File: src/rtl/core/swmq_pkg.sv
// Shared types and constants of the sliding window mean queue.
// Used by swmq_ctrl, swmq_datapath and sliding_window_mean_queue_unit.
package swmq_pkg;

  localparam int DEF_WINDOW_MAX  = 16;
  localparam int DEF_SAMPLE_BITS = 16;
  localparam int DEF_FRAC_BITS   = 8;

  localparam int COUNT_BITS = 5;
  localparam int MEAN_BITS  = 24;
  localparam int ADDR_BITS  = 3;
  localparam int DATA_BITS  = 32;

  localparam logic [COUNT_BITS-1:0]  WS_RESET        = 5'd4;
  localparam logic [ADDR_BITS-3:0]   REG_WINDOW_SIZE = 1'b0;

  typedef enum logic [1:0] {
    OP_SLIDE_PUSH = 2'd0,
    OP_PUSH       = 2'd1,
    OP_POP        = 2'd2,
    OP_NONE       = 2'd3
  } op_t;

  typedef enum logic [2:0] {
    ST_IDLE,
    ST_REMOVE,
    ST_INSERT,
    ST_FRONT,
    ST_DIVIDE,
    ST_DONE
  } state_t;

  typedef struct packed {
    logic load_item;
    logic rd_head;
    logic remove_step;
    logic insert_step;
    logic div_start;
    logic div_step;
    logic load_out;
  } dp_cmd_t;

  typedef struct packed {
    logic div_done;
    logic out_free;
  } dp_status_t;

endpackage

File: src/rtl/core/swmq_ctrl.sv
// Sequencing state machine of the sliding window mean queue.
// Depends on swmq_pkg; drives the command struct of swmq_datapath.
module swmq_ctrl import swmq_pkg::*; (
  input  logic       clk,
  input  logic       rst,
  input  logic       req_valid,
  output logic       req_stall,
  input  dp_status_t status,
  output dp_cmd_t    cmd
);

  state_t state;
  state_t state_next;

  always_ff @(posedge clk) begin
    if (rst) begin
      state <= ST_IDLE;
    end else begin
      state <= state_next;
    end
  end

  always_comb begin
    state_next = state;
    case (state)
      ST_IDLE: begin
        if (req_valid) begin
          state_next = ST_REMOVE;
        end
      end
      ST_REMOVE: state_next = ST_INSERT;
      ST_INSERT: state_next = ST_FRONT;
      ST_FRONT:  state_next = ST_DIVIDE;
      ST_DIVIDE: begin
        if (status.div_done) begin
          state_next = ST_DONE;
        end
      end
      ST_DONE: begin
        if (status.out_free) begin
          state_next = ST_IDLE;
        end
      end
      default: state_next = ST_IDLE;
    endcase
  end

  always_comb begin
    cmd       = '0;
    req_stall = 1'b1;
    case (state)
      ST_IDLE: begin
        req_stall     = 1'b0;
        cmd.load_item = req_valid;
        cmd.rd_head   = req_valid;
      end
      ST_REMOVE: cmd.remove_step = 1'b1;
      ST_INSERT: cmd.insert_step = 1'b1;
      ST_FRONT: begin
        cmd.rd_head   = 1'b1;
        cmd.div_start = 1'b1;
      end
      ST_DIVIDE: cmd.div_step = 1'b1;
      ST_DONE:   cmd.load_out = status.out_free;
      default:   cmd = '0;
    endcase
  end

endmodule

File: src/rtl/core/swmq_datapath.sv
// Datapath of the sliding window mean queue: sample memory, running sum,
// restoring divider and result register. Depends on swmq_pkg.
module swmq_datapath import swmq_pkg::*; #(
  parameter int WINDOW_MAX  = DEF_WINDOW_MAX,
  parameter int SAMPLE_BITS = DEF_SAMPLE_BITS,
  parameter int FRAC_BITS   = DEF_FRAC_BITS
) (
  input  logic                          clk,
  input  logic                          rst,
  input  dp_cmd_t                       cmd,
  output dp_status_t                    status,
  input  logic                          cfg_write,
  input  logic [COUNT_BITS-1:0]         cfg_data,
  output logic [COUNT_BITS-1:0]         window_size,
  input  logic [1:0]                    operation,
  input  logic signed [SAMPLE_BITS-1:0] sample,
  output logic                          res_valid,
  input  logic                          res_stall,
  output logic signed [MEAN_BITS-1:0]   mean_value,
  output logic [COUNT_BITS-1:0]         count,
  output logic signed [SAMPLE_BITS-1:0] front_value,
  output logic                          is_full,
  output logic                          is_empty
);

  localparam int IDX_BITS  = (WINDOW_MAX > 1) ? $clog2(WINDOW_MAX) : 1;
  localparam int SUM_BITS  = SAMPLE_BITS + COUNT_BITS;
  localparam int DIV_BITS  = SUM_BITS + FRAC_BITS;
  localparam int CNT_BITS  = $clog2(DIV_BITS);
  localparam int EXT_BITS  = ((DIV_BITS > MEAN_BITS) ? DIV_BITS : MEAN_BITS) + 1;
  localparam int COUNT_MAX = (1 << COUNT_BITS) - 1;
  localparam logic [COUNT_BITS-1:0] CAP_MAX =
    COUNT_BITS'((WINDOW_MAX > COUNT_MAX) ? COUNT_MAX : WINDOW_MAX);
  localparam logic [EXT_BITS-1:0] LIM_POS = EXT_BITS'((1 << (MEAN_BITS - 1)) - 1);
  localparam logic [EXT_BITS-1:0] LIM_NEG = EXT_BITS'(1 << (MEAN_BITS - 1));

  logic [SAMPLE_BITS-1:0] mem [WINDOW_MAX];
  logic [SAMPLE_BITS-1:0] rdata;

  logic [COUNT_BITS-1:0]      head;
  logic [COUNT_BITS-1:0]      occ;
  logic signed [SUM_BITS-1:0] sum;
  op_t                        item_op;
  logic [SAMPLE_BITS-1:0]     item_sample;

  logic [DIV_BITS-1:0]   dq;
  logic [COUNT_BITS-1:0] rem;
  logic [CNT_BITS-1:0]   div_cnt;
  logic                  neg;

  logic [COUNT_BITS-1:0] cap;
  logic                  remove_ok;
  logic                  insert_ok;
  logic [COUNT_BITS-1:0] head_inc;
  logic [COUNT_BITS-1:0] head_wrap;
  logic [COUNT_BITS:0]   tail_sum;
  logic [COUNT_BITS:0]   tail_sel;
  logic [IDX_BITS-1:0]   tail_idx;
  logic [SUM_BITS-1:0]   rdata_ext;
  logic [SUM_BITS-1:0]   sample_ext;
  logic [SUM_BITS-1:0]   sum_mag;
  logic [COUNT_BITS:0]   rem_sh;
  logic [COUNT_BITS:0]   rem_diff;
  logic                  q_bit;
  logic [COUNT_BITS-1:0] rem_next;
  logic [EXT_BITS-1:0]   q_ext;
  logic [EXT_BITS-1:0]   mag_sat;
  logic [EXT_BITS-1:0]   mean_ext;

  always_comb begin
    if (window_size == '0) begin
      cap = COUNT_BITS'(1);
    end else if (window_size > CAP_MAX) begin
      cap = CAP_MAX;
    end else begin
      cap = window_size;
    end
  end

  assign remove_ok = ((item_op == OP_SLIDE_PUSH) && (occ >= cap)) ||
                     ((item_op == OP_POP) && (occ != '0));
  assign insert_ok = ((item_op == OP_SLIDE_PUSH) || (item_op == OP_PUSH)) && (occ < cap);

  assign head_inc  = head + COUNT_BITS'(1);
  assign head_wrap = (head_inc == cap) ? '0 : head_inc;
  assign tail_sum  = {1'b0, head} + {1'b0, occ};
  assign tail_sel  = (tail_sum >= {1'b0, cap}) ? (tail_sum - {1'b0, cap}) : tail_sum;
  assign tail_idx  = IDX_BITS'(tail_sel);

  assign rdata_ext  = {{COUNT_BITS{rdata[SAMPLE_BITS-1]}}, rdata};
  assign sample_ext = {{COUNT_BITS{item_sample[SAMPLE_BITS-1]}}, item_sample};
  assign sum_mag    = sum[SUM_BITS-1] ? (~sum + SUM_BITS'(1)) : sum;

  assign rem_sh   = {rem, dq[DIV_BITS-1]};
  assign q_bit    = (rem_sh >= {1'b0, occ});
  assign rem_diff = rem_sh - {1'b0, occ};
  assign rem_next = q_bit ? rem_diff[COUNT_BITS-1:0] : rem_sh[COUNT_BITS-1:0];

  assign q_ext = EXT_BITS'(dq);
  always_comb begin
    if (neg) begin
      mag_sat  = (q_ext > LIM_NEG) ? LIM_NEG : q_ext;
      mean_ext = ~mag_sat + EXT_BITS'(1);
    end else begin
      mag_sat  = (q_ext > LIM_POS) ? LIM_POS : q_ext;
      mean_ext = mag_sat;
    end
  end

  assign status.div_done = (div_cnt == '0);
  assign status.out_free = !res_valid || !res_stall;

  always_ff @(posedge clk) begin
    if (rst) begin
      window_size <= WS_RESET;
      head        <= '0;
      occ         <= '0;
      sum         <= '0;
    end else if (cfg_write) begin
      window_size <= cfg_data;
      head        <= '0;
      occ         <= '0;
      sum         <= '0;
    end else if (cmd.remove_step && remove_ok) begin
      sum  <= sum - rdata_ext;
      head <= head_wrap;
      occ  <= occ - COUNT_BITS'(1);
    end else if (cmd.insert_step && insert_ok) begin
      sum <= sum + sample_ext;
      occ <= occ + COUNT_BITS'(1);
    end
  end

  always_ff @(posedge clk) begin
    if (cmd.insert_step && insert_ok) begin
      mem[tail_idx] <= item_sample;
    end
  end

  always_ff @(posedge clk) begin
    if (cmd.rd_head) begin
      rdata <= mem[IDX_BITS'(head)];
    end
  end

  always_ff @(posedge clk) begin
    if (cmd.load_item) begin
      item_op     <= op_t'(operation);
      item_sample <= sample;
    end
  end

  always_ff @(posedge clk) begin
    if (rst) begin
      div_cnt <= '0;
    end else if (cmd.div_start) begin
      div_cnt <= CNT_BITS'(DIV_BITS - 1);
    end else if (cmd.div_step) begin
      div_cnt <= div_cnt - CNT_BITS'(1);
    end
  end

  always_ff @(posedge clk) begin
    if (cmd.div_start) begin
      dq  <= DIV_BITS'(sum_mag) << FRAC_BITS;
      rem <= '0;
      neg <= sum[SUM_BITS-1];
    end else if (cmd.div_step) begin
      dq  <= {dq[DIV_BITS-2:0], q_bit};
      rem <= rem_next;
    end
  end

  always_ff @(posedge clk) begin
    if (rst) begin
      res_valid <= 1'b0;
    end else if (cmd.load_out) begin
      res_valid <= 1'b1;
    end else if (!res_stall) begin
      res_valid <= 1'b0;
    end
  end

  always_ff @(posedge clk) begin
    if (cmd.load_out) begin
      mean_value  <= (occ == '0) ? '0 : mean_ext[MEAN_BITS-1:0];
      count       <= occ;
      front_value <= (occ == '0) ? '0 : rdata;
      is_full     <= (occ == cap);
      is_empty    <= (occ == '0);
    end
  end

  a_occ_within_cap: assert property (@(posedge clk) disable iff (rst) occ <= cap)
    else $error("occupancy exceeds capacity");

  a_head_within_cap: assert property (@(posedge clk) disable iff (rst) head < cap)
    else $error("head index outside capacity");

  a_empty_sum_zero: assert property (@(posedge clk) disable iff (rst)
    (occ == '0) |-> (sum == '0))
    else $error("running sum nonzero while empty");

  a_no_overwrite: assert property (@(posedge clk) disable iff (rst)
    cmd.load_out |-> (!res_valid || !res_stall))
    else $error("result register overwritten while stalled");

endmodule

File: src/rtl/core/sliding_window_mean_queue_unit.sv
// Top level of the sliding window mean queue.
// Depends on swmq_pkg, swmq_ctrl and swmq_datapath.
//
// Requests arrive on req_valid/req_stall with operation and sample; each
// request yields one result on res_valid/res_stall carrying mean_value
// (signed, FRAC_BITS fraction bits, truncated toward zero), count,
// front_value, is_full and is_empty. Operation codes are slide-push,
// push (ignored when full), pop (ignored when empty) and none.
// A request is taken only while the block is idle, so a new request waits until
// the result of the last one has been written to the output register. The
// mean comes from a restoring divider that retires one quotient bit per cycle.
// The result sits in an output register, so a stalled receiver only holds
// the block once the next result is ready to be written.
// The window_size register sits at byte address 0 of the APB-style port;
// writing it empties the queue. Write it only while the block is idle.
// A synchronous reset empties the queue, sets window_size to 4 and drops
// res_valid. The sample memory has no reset and needs no clearing pass.
module sliding_window_mean_queue_unit import swmq_pkg::*; #(
  parameter int WINDOW_MAX  = DEF_WINDOW_MAX,
  parameter int SAMPLE_BITS = DEF_SAMPLE_BITS,
  parameter int FRAC_BITS   = DEF_FRAC_BITS
) (
  input  logic                          clk,
  input  logic                          rst,
  input  logic                          psel,
  input  logic                          penable,
  input  logic                          pwrite,
  input  logic [ADDR_BITS-1:0]          paddr,
  input  logic [DATA_BITS-1:0]          pwdata,
  output logic [DATA_BITS-1:0]          prdata,
  output logic                          pready,
  input  logic                          req_valid,
  output logic                          req_stall,
  input  logic [1:0]                    operation,
  input  logic signed [SAMPLE_BITS-1:0] sample,
  output logic                          res_valid,
  input  logic                          res_stall,
  output logic signed [MEAN_BITS-1:0]   mean_value,
  output logic [COUNT_BITS-1:0]         count,
  output logic signed [SAMPLE_BITS-1:0] front_value,
  output logic                          is_full,
  output logic                          is_empty
);

  dp_cmd_t               cmd;
  dp_status_t            status;
  logic                  reg_hit;
  logic                  cfg_write;
  logic [COUNT_BITS-1:0] window_size;

  assign pready    = 1'b1;
  assign reg_hit   = (paddr[ADDR_BITS-1:2] == REG_WINDOW_SIZE);
  assign cfg_write = psel && penable && pwrite && pready && reg_hit;
  assign prdata    = reg_hit ? DATA_BITS'(window_size) : '0;

  swmq_ctrl u_ctrl (
    .clk       (clk),
    .rst       (rst),
    .req_valid (req_valid),
    .req_stall (req_stall),
    .status    (status),
    .cmd       (cmd)
  );

  swmq_datapath #(
    .WINDOW_MAX  (WINDOW_MAX),
    .SAMPLE_BITS (SAMPLE_BITS),
    .FRAC_BITS   (FRAC_BITS)
  ) u_datapath (
    .clk         (clk),
    .rst         (rst),
    .cmd         (cmd),
    .status      (status),
    .cfg_write   (cfg_write),
    .cfg_data    (pwdata[COUNT_BITS-1:0]),
    .window_size (window_size),
    .operation   (operation),
    .sample      (sample),
    .res_valid   (res_valid),
    .res_stall   (res_stall),
    .mean_value  (mean_value),
    .count       (count),
    .front_value (front_value),
    .is_full     (is_full),
    .is_empty    (is_empty)
  );

endmodule

File: config.mk
export PLATFORM = sky130hd
export DESIGN_NAME = sliding_window_mean_queue_unit
export DESIGN_NICKNAME = d
export VERILOG_FILES = /design/src/rtl/core/swmq_pkg.sv /design/src/rtl/core/swmq_ctrl.sv /design/src/rtl/core/swmq_datapath.sv /design/src/rtl/core/sliding_window_mean_queue_unit.sv
export SDC_FILE = /design/constraint.sdc
export NUM_CORES = 1
export LEC_CHECK = 0
export ABC_AREA = 1
export BUFFER_PORTS_ARGS = -buffer_cell sky130_fd_sc_hd__buf_2
export CAP_MARGIN = 25
export CELL_PAD_IN_SITES_DETAIL_PLACEMENT = 0
export CELL_PAD_IN_SITES_GLOBAL_PLACEMENT = 2
export CORE_MARGIN = 2
export CORE_UTILIZATION = 40
export CTS_CLUSTER_DIAMETER = 60
export DETAILED_ROUTE_END_ITERATION = 7
export PLACE_DENSITY_LB_ADDON = 0.1
export SYNTH_ARGS = -nofsm -noshare
export SYNTH_HDL_FRONTEND = slang
export SYNTH_SLANG_ARGS = --single-unit
File: constraint.sdc
create_clock -name clk -period 4.9 [get_ports clk]
set_input_delay 0.49 -clock clk [delete_from_list [all_inputs] [get_ports clk]]
set_output_delay 0.49 -clock clk [all_outputs]
set_load 0.01 [all_outputs]
# Word level (Yosys, flattened, before mapping)
# Memories as Yosys holds them, arrays and structs flattened. A register that Yosys moved wholly into a read port is not among the register bits.
# Cells that the tools add are included.
classes:
  addsub: 11
  order_cmp: 7
  n_eq_ne: 13
  n_mux: 34
  bitwise: 3
  n_reduce_logical: 24
op_table:
  columns: ["operator", "n"]
  rows:
  - ["$mux 24", 3]
  - ["$mux 21", 3]
  - ["$mux 29", 2]
  - ["$mux 5", 9]
  - ["$gt 29x23->1 const B", 1]
  - ["$gt 29x24->1 const B", 1]
  - ["$add 24x1->24 const B", 1]
  - ["$not 24->24", 1]
  - ["$add 21x2->21 const B", 1]
  - ["$add 21x21->21", 1]
  - ["$not 21->21", 1]
  - ["$sub 21x21->21", 1]
  - ["$pmux 3 s6", 1]
  - ["$logic_not 5->1", 3]
  - ["$ge 6x5->1", 2]
  - ["$mux 1", 11]
  - ["$add 5x1->5 const B", 2]
  - ["$eq 5x5->1", 2]
  - ["$sub 5x1->5 const B", 2]
  - ["$mux 3", 3]
  - ["$logic_and 1x1->1", 8]
  - ["$add 5x5->6", 1]
  - ["$eq 3x2->1 const B", 2]
  - ["$eq 3x3->1 const B", 2]
  - ["21 further kinds", 28]
totals:
  reg_bits: 145
  ram_bits: 256
  in_bits: 60
  out_inout_bits: 82
  elab_cells: 112
  n_memories: 1
memory_table:
  columns: ["memory", "depth", "width", "rd", "rd_ports_with_merged_regs", "wr", "line", "rtl"]
  rows:
  - ["u_datapath.mem", 16, 16, 1, 1, 1, "swmq_datapath.sv:37", "logic [SAMPLE_BITS-1:0] mem [WINDOW_MAX];"]

# Logic depth before layout (Yosys ltp)
# Gate-level depths: netlist of the first run.
logic_depth:
  depth_word: 8
  mapped_depth: 28

# Modules after synthesis
# A second synthesis of the first run with hierarchy kept.
hier_totals:
  hier_cells: 1939
  hier_area_um2: 20090.5
by_module_without_submodules:
  columns: ["mod", "instances", "cells_each", "area_each_um2"]
  rows:
  - ["swmq_datapath", 1, 1856, 19595.0]
  - ["sliding_window_mean_queue_unit", 1, 44, 270.3]
  - ["swmq_ctrl", 1, 39, 225.2]

# Worst setup path after synthesis of the first run
# No wires, ideal clock.
synth_path:
  path_kind: "flip-flop to flip-flop"
  startpoint: "register u_datapath.window_size[1]"
  endpoint: "register u_datapath.sum[20]"
  setup_ns: 0.115
  t_arrival_ns: 3.660
  required_ns: 4.785
  path_slack_ns: 1.124
  path_stages_with_launch: 27
  n_path_buf: 2
  period_less_slack_ns: 3.776
  path_cell_list: "dfxtp_1 > inv_1 > nor2_1 > inv_1 > ha_1 > nand2_1 > nor2_1 > nand2_1 > o211ai_1 > nor2_1 > nand2_1 > nand2_1 > buf_2 > inv_2 > buf_2 > nand2_1 > o21ai_0 > ha_1 > inv_1 > fa_1 > nand2_1 > nand2_1 > o21ai_0 > o311ai_0 > or2_2 > a21oi_1 > nor2_1"
synth_via:
  elab_chain_cells: 8
synth_rtl:
  columns: ["item", "line", "rtl"]
  rows:
  - ["from (decl)", "swmq_datapath.sv:14", "output logic [COUNT_BITS-1:0] window_size,"]
  - ["from (signal assigned)", "swmq_datapath.sv:120", "window_size <= cfg_data;"]
  - ["$gt 5x5->1", "swmq_datapath.sv:73", "end else if (window_size > CAP_MAX) begin"]
  - ["$mux 5", "swmq_datapath.sv:73", null]
  - ["$mux 5 (*)", "swmq_datapath.sv:71", "if (window_size == '0) begin"]
  - ["$ge 5x5->1", "swmq_datapath.sv:80", "assign remove_ok = ((item_op == OP_SLIDE_PUSH) && (occ >= cap)) ||"]
  - ["$logic_and 1x1->1", "swmq_datapath.sv:80", null]
  - ["$logic_or 1x1->1", "swmq_datapath.sv:80", null]
  - ["$logic_and 1x1->1", "swmq_datapath.sv:124", "end else if (cmd.remove_step && remove_ok) begin"]
  - ["$mux 21 or $reduce_bool 2->1 (tied branches)", null, null]
  - ["to (signal assigned)", "swmq_datapath.sv:125", "sum <= sum - rdata_ext;"]
  - ["to (signal assigned)", "swmq_datapath.sv:129", "sum <= sum + sample_ext;"]
  - ["to (decl)", "swmq_datapath.sv:42", "logic signed [SUM_BITS-1:0] sum;"]
# Every way passes the cells marked *; elsewhere a longest branch is shown, timed or not.
# A chain may end at the register's enable or synchronous reset.

# Final worst setup path of the first run
layout_path:
  startpoint: "register u_datapath.window_size[2]"
  endpoint: "register u_datapath.sum[20]"
# Same word-level chain as after synthesis.

==> results of run 1 <==
## per-layer routing
layer / wire (um) / vias up / track usage, %
li1: - / 6910 / -
met1: 23600 / 6777 / 27.4
met2: 27100 / 318 / 37.5
met3: 2280 / 83 / 2.81
met4: 1700 / 0 / 8.12
met5: 0 / - / 0
## state kept, by name (all words and copies together), names as in the netlist, 16 cells and up
signal and cells:
u_datapath.item_sample 16, u_datapath.mem 256, u_datapath.mean_value 24, u_datapath.sum 21
u_datapath.front_value 16, u_datapath.dq 29, u_datapath.rdata 16
## kinds of logic (layout without fill, tap and decap cells)
logic type / after synthesis / count (layout) / share of synthesized area [%]
buffers and inverters: 276 / 398 / 5.93
XOR/XNOR: 39 / 39 / 1.71
multiplexers: 51 / 51 / 2.56
AND/OR/NAND/NOR: 583 / 583 / 12.4
AO/OA/AOI/OAI: 452 / 452 / 13.9
other: 2 / 28 / 0.0377
adder cells (fa/ha/maj): 54 / 54 / 3.58
flip-flops: 417 / 417 / 59.9
## per-stage QoR
step	setup WS (ns)	power, W	area [um2]	std cells	util [%]
2_1_floorplan	1.12	0.00661	20000	1900	-
3_3_place_gp	0.435	0.00761	21200	2593	43.2
3_5_place_dp	0.431	0.00763	21200	2593	43.2
4_1_cts	0.398	0.0115	22900	2686	46.7
5_1_grt	0.0188	0.0120	22900	2686	46.8
6_report	0.497	0.0114	22900	2686	46.8
## area by class of cell
class                   count  area (um2)  area share [%]
flip-flops and latches    417       12000            52.1
clock inverters            25         374            1.63
repair buffers            136         823            3.59
inverters                 169         636            2.77
multi-input cells        1207        6970            30.4
well taps                 664         831            3.62
clock buffers              68        1350            5.88
## power groups by stage
stage | Clock (W) | Sequential [W] | Combinational [W]
2_1_floorplan | 0 | 0.00468 | 0.00193
3_3_place_gp | 0 | 0.00476 | 0.00285
3_5_place_dp | 0 | 0.00477 | 0.00286
4_1_cts | 0.00393 | 0.00469 | 0.00287
5_1_grt | 0.00407 | 0.00473 | 0.00321
6_report | 0.00384 | 0.00469 | 0.00282
## path summary, 6_finish.rpt
| check | cells after the start | slack [ns] | endpoint | start |
|---|---|---|---|---|
| min reg2reg | 2 | 0.48 | u_datapath.div_cnt[0] | u_datapath.div_cnt[0] |
| max | 20 | 0.50 | u_datapath.sum[20] | u_datapath.window_size[2] |
| max reg2reg | 20 | 0.50 | u_datapath.sum[20] | u_datapath.window_size[2] |
| min | 1 | 0.05 | u_datapath.item_sample[6] | sample[6] |
## cells in the final DEF, fill, tap and decap left out, types with 6 or more instances in the layout
cell type / n
mux2i_1: 50
o211ai_1: 26
edfxtp_1: 359
o21ai_1: 9
o41ai_1: 6
nor2_2: 19
nor3_2: 6
clkbuf_16: 50
o22ai_1: 21
a21oi_1: 102
conb_1: 28
clkinv_1: 9
bufinv_16: 7
nor2_1: 188
nand2_1: 244
o32ai_1: 15
buf_4: 51
nand4_1: 8
clkbuf_1: 15
a211oi_1: 7
dfxtp_1: 55
ha_1: 49
xor2_1: 25
o221ai_1: 53
o21ai_0: 176
nor3_1: 16
buf_2: 84
nand2_2: 6
nand3b_1: 6
inv_1: 155
nand3_1: 73
inv_2: 11
xnor2_1: 14
## what timing repair did
action | CTS | global route
hold buffers | 0 | 0
setup endpoints to repair | 0 | 1
gates resized for setup | 0 | 1
## critical path: cells and delay by family (launching register included)
kind	cells	cell delay [ns]
adders and majority gates	2	0.67
and+or+nand+nor	11	1.32
DFF	1	0.31
AOI/OAI and AO/OA	5	1.66
buffers and inverters	2	0.33
==> impl_metrics.csv, run 1 <==
group,metric,value,unit
run_status,outcome,"complete, no violations",
yosys,synth-edff-count,359,
timing,total_count_of_hold_check_failures_in_the_final_report,0,
timing,tightestPinTransition,1.02,ns
yosys,synth.top_cells.by_area,"edfxtp_1 54%, dfxtp_1 5.8%, nand2_1 4.6%",
yosys,ys_ff_latch,417,
cts,cts_tree,"yes",
worst_setup_path,critical_path_startpoint_category,"register",
grt,groute.usage.overall,21.5,%
worst_setup_path,worst_path_largest_cell_delay,0.69,ns
worst_setup_path,critical_path.most_common_cell,"nand2_1",
timing,final.setup.tns,0,ns
yosys,synthesis.instances,1874,
yosys,synth_cell_types,59,
worst_hold_path,worst_hold_check_path_type,"primary input to register",
cts,cts-buffers-inserted,50,
cells_and_area,num-fill-cells,4602,
cells_and_area,finalNetCount,2095,
cells_and_area,area_delta_synth_final,15.0,%
timing,timing.hold.ws,0.0495,ns
yosys,synth.yosys.seq_area_share,59.9,%
timing,final_min_period_over_clock_period,89.9,%
grt,first_global_vias,13800,
cts,cts_sinks,417,
cells_and_area,antenna_cells,0,
timing,slew_violations,0,
yosys,asyncSetResetFlopFracSynth,0,%
die,die_width,227,um
die,floorplan.die_area,51600,um2
timing,post-route-min-period,4.40,ns
cts,cts.root.buffer_cell,"clkbuf_16",
yosys,synth_area_leader_cell,"edfxtp_1",
pwr,power-per-cell-area,495,nW/um2
yosys,post-synth-top-count-cell,"edfxtp_1",
timing,slew_headroom,32.2,%
grt,global_route_wire_length_before_repair,82.8,mm
drt,wl_per_cell,20.4,um
grt,grt_max_degree,92,
cts,max-clock-path-buffers,3,
pwr,seq_power_share,41.3,%
yosys,post_synth_most_frequent_cells,"359 x edfxtp_1, 244 x nand2_1, 204 x nor2_1",
worst_setup_path,critPathArrivalTime,4.90,ns
drt,num_vias,14100,
die,placement_rows,81,
pwr,cellLeakagePower,8.55,nW
placement,detailedPlacementHpwl,36.2,mm
cts,worst_setup_hold_path_clk_slew,0.06,ns
yosys,synth_top_area_share,54.1,%
drt,drt_drc_violations_left,0,
worst_setup_path,criticalPathCategory,"register to register",
yosys,mean_cell_area_of_the_mapped_netlist,10.6,um2
pwr,power.net_switching,0.00379,W
worst_setup_path,critPathRequiredTime,5.39,ns
cells_and_area,layout-drive-gt1-share,13.6,%
worst_setup_path,worstSetupEndpointType,"register",
timing,setup_viol,0,
drt,first_iter_violations,970,
grt,grt_antenna_before_repair,0,
drt,avgViaCountPerCell,5.24,
cts,htreeDepth,2,
yosys,dominant_register_cell_in_the_synthesized_netlist,"edfxtp_1",
worst_setup_path,worst_path_max_delay_cell,"o21ai_0",
timing,timing.clock.skew,0.0488,ns
pwr,p_int,0.00756,W
worst_setup_path,path_cells,"inv_1, nand3_1, nand2_1, nand2_1, ha_1, nand2_1, nor2_1, nand2_1, o211ai_1, nor2_1, nand2_1, nand2_1, buf_4, o21ai_0, ha_1, o21ai_0, o311ai_0, or2_2, a21oi_1, nor2_1",
cts,clk_latency,0.62,ns
die,die-height,227,um
die,initial_core_util,40.6,%
placement,placement.io_buffers,84,
timing,fmaxAchievable,227,MHz
drt,routed_wirelength,54.7,mm
flow_run,maxCapViolCount,0,
yosys,yosys_warnings,0,
grt,grt-ovfl-total,0,
drt,final_antenna_net_count,0,
pwr,clockPowerShare,33.8,%
pwr,ir_drop,335,uV
timing,rsz0062_at_grt,"false",
die,fp.coreArea,49100,um2
drt,count_of_tritonroute_iterations_in_the_first_routing_pass,5,
worst_setup_path,crit_fanout,18,
yosys,synthesis.area,19900,um2
placement,gp_routability_congestion,0.815,
die,ioPinCount,142,
pwr,power.switching_fraction,33.4,%
pwr,power_frac_comb,24.9,%
cts,cts_setup_buffers,0,
Note: power is estimated with default switching activity, not from simulation.
==> run 2, diff against run 1 <==
==> constraint.sdc (replaced) <==
create_clock -name clk -period 4.9 [get_ports clk]
set_input_delay 0.98 -clock clk [delete_from_list [all_inputs] [get_ports clk]]
set_output_delay 0.98 -clock clk [all_outputs]
set_load 0.01 [all_outputs]
==> impl_metrics.csv, run 2 (synthesized netlist as in run 1, its figures left out) <==
group,metric,value,unit
drt,count_of_tritonroute_iterations_in_the_first_routing_pass,5,
cells_and_area,finish.cell_count_without_fillers,2694,
worst_setup_path,path_cells,"inv_1, nand3_1, nand2_1, nand2_1, ha_1, nand2_1, nor2_1, nand2_1, o211ai_1, nor2_1, nand2_1, nand2_1, buf_4, o21ai_0, ha_1, o21ai_0, o311ai_0, or2_2, a21oi_1, nor2_1",
placement,gp_routability_congestion,0.822,
die,die_width,227,um
pwr,cellLeakagePower,8.64,nW
worst_hold_path,worst_hold_check_path_type,"register to register",
timing,fin_ws,0.409,ns
placement,dpl-instance-area,21200,um2
grt,global_route_wire_length_before_repair,82.8,mm
worst_setup_path,worstSetupEndpointType,"register",
die,fp.coreArea,49100,um2
cts,cts_tree,"yes",
cells_and_area,layout-drive-gt1-share,14.1,%
grt,grt_max_degree,110,
pwr,power-per-cell-area,501,nW/um2
cells_and_area,biggestRegsByFlops,"u_datapath.mem x256, u_datapath.dq x29, u_datapath.mean_value x24",
cells_and_area,layout.cell_area.non_filler,23100,um2
worst_setup_path,critical_path_buf_inv_count,2,
worst_setup_path,worst_path_max_delay_cell,"o21ai_0",
timing,final.setup.tns,0,ns
timing,fmaxAchievable,223,MHz
run_status,outcome,"complete, no violations",
timing,rsz0062_at_grt,"false",
cts,cts_sinks,417,
drt,drt_drc_violations_left,0,
timing,slew_violations,0,
cells_and_area,area_delta_synth_final,15.8,%
cts,max-clock-path-buffers,3,
worst_hold_path,hp-start,"u_datapath.div_cnt[0]",
cells_and_area,largest_register,"u_datapath.mem",
drt,wl_per_cell,20.3,um
worst_setup_path,worstReg2RegStart,"u_datapath.window_size[2]",
worst_setup_path,critical_path_startpoint_category,"register",
timing,timing.clock.skew,0.0250,ns
worst_setup_path,criticalPathCategory,"register to register",
cells_and_area,antenna_cells,0,
grt,grt-ovfl-total,0,
placement,dp_cells,2598,
cts,cts_setup_buffers,0,
cells_and_area,layout_common_cells,"359 x edfxtp_1, 244 x nand2_1, 188 x nor2_1",
drt,routed_wirelength,54.8,mm
cells_and_area,num-fill-cells,4609,
pwr,ir_drop,354,uV
die,ioPinCount,142,
drt,avgViaCountPerCell,5.25,
drt,num_vias,14100,
cts,worst_setup_hold_path_clk_slew,0.06,ns
timing,final_min_period_over_clock_period,91.7,%
cts,post_cts_repair_resize_count,0,
placement,detailedPlacementHpwl,36.2,mm
die,floorplan.die_area,51600,um2
cts,number_of_buffers_inserted_for_hold_repair_after_clock_tree_synthesis,0,
cells_and_area,final_common_cell,"edfxtp_1",
flow_run,maxCapViolCount,0,
placement,placement.io_buffers,84,
cts,cts.root.buffer_cell,"clkbuf_16",
worst_setup_path,critPathArrivalTime,4.97,ns
cts,htreeDepth,2,
grt,groute.usage.overall,21.5,%
cts,clk_latency,0.60,ns
drt,final_antenna_net_count,0,
worst_setup_path,critical_path.most_common_cell,"nand2_1",
timing,total_count_of_hold_check_failures_in_the_final_report,0,
die,initial_core_util,40.6,%
cells_and_area,finalNetCount,2102,
worst_setup_path,crit_family,"compound AO/OA/AOI/OAI gates",
cts,cts-buffers-inserted,51,
drt,first_iter_violations,960,
worst_setup_path,critPathRequiredTime,5.38,ns
placement,preCtsSetupSlack,0.419,ns
grt,grt_antenna_before_repair,0,
die,placement_rows,81,
timing,tightestPinTransition,1.05,ns
worst_setup_path,crit_fanout,22,
cells_and_area,largest_reg_flops,256,
timing,slew_headroom,30.3,%
worst_setup_path,worstSetupStartpoint,"u_datapath.window_size[2]",
die,die-height,227,um
worst_setup_path,worst_path_largest_cell_delay,0.65,ns
timing,setup_viol,0,
timing,post-route-min-period,4.49,ns
grt,first_global_vias,13800,
[run 2: final timing paths]
| check | depth (start not counted) | slack [ns] | to |
|---|---|---|---|
| max | 20 | 0.41 | u_datapath.sum[20] |
| min | 2 | 0.48 | u_datapath.div_cnt[0] |
| max reg2reg | 20 | 0.41 | u_datapath.sum[20] |
| min reg2reg | 2 | 0.48 | u_datapath.div_cnt[0] |
[run 2: worst min-delay path, delay by kind of cell, from the launching register on]
| kind | cells | cell delay [ns] |
|---|---|---|
| flops | 1 | 0.32 |
| simple gates | 1 | 0.06 |
| compound gates | 1 | 0.05 |
[run 2: layer usage]
layer / GRT usage, % / vias to the layer above / share of wire (%)
met1: 26.6 / 6839 / 42
met5: 0 / - / 0
met2: 38.5 / 301 / 50
met3: 3.06 / 89 / 4.1
li1: - / 6907 / -
met4: 7.38 / 0 / 3.1
[run 2: power by group]
group | leakage [nW] | switching, W | internal (W)
Clock | 0.884 | 0.00152 | 0.00252
Sequential | 3.74 | 0.000330 | 0.00435
Combinational | 4.02 | 0.00195 | 0.000897
Total | 8.64 | 0.00380 | 0.00777
[run 2: metrics by stage]
| step | hold slack, ns | utilization, % | total power (W) |
|---|---|---|---|
| after global placement | 0.474 | 43.3 | 0.00762 |
| after detailed placement | 0.470 | 43.3 | 0.00764 |
| after floorplan | 0.425 | - | 0.00661 |
| after global routing | 0.514 | 47.1 | 0.0122 |
| final | 0.480 | 47.1 | 0.0116 |
| after CTS | 0.480 | 47.0 | 0.0117 |
[run 2: area by class of cell]
type / instances / area [um2] / share of cell area [%]
well taps: 664 / 831 / 3.60
inverters: 169 / 636 / 2.75
repair buffers: 142 / 888 / 3.85
multi-input cells: 1207 / 6970 / 30.2
clock inverters: 31 / 458 / 1.98
clock buffers: 64 / 1370 / 5.92
flip-flops and latches: 417 / 12000 / 51.7
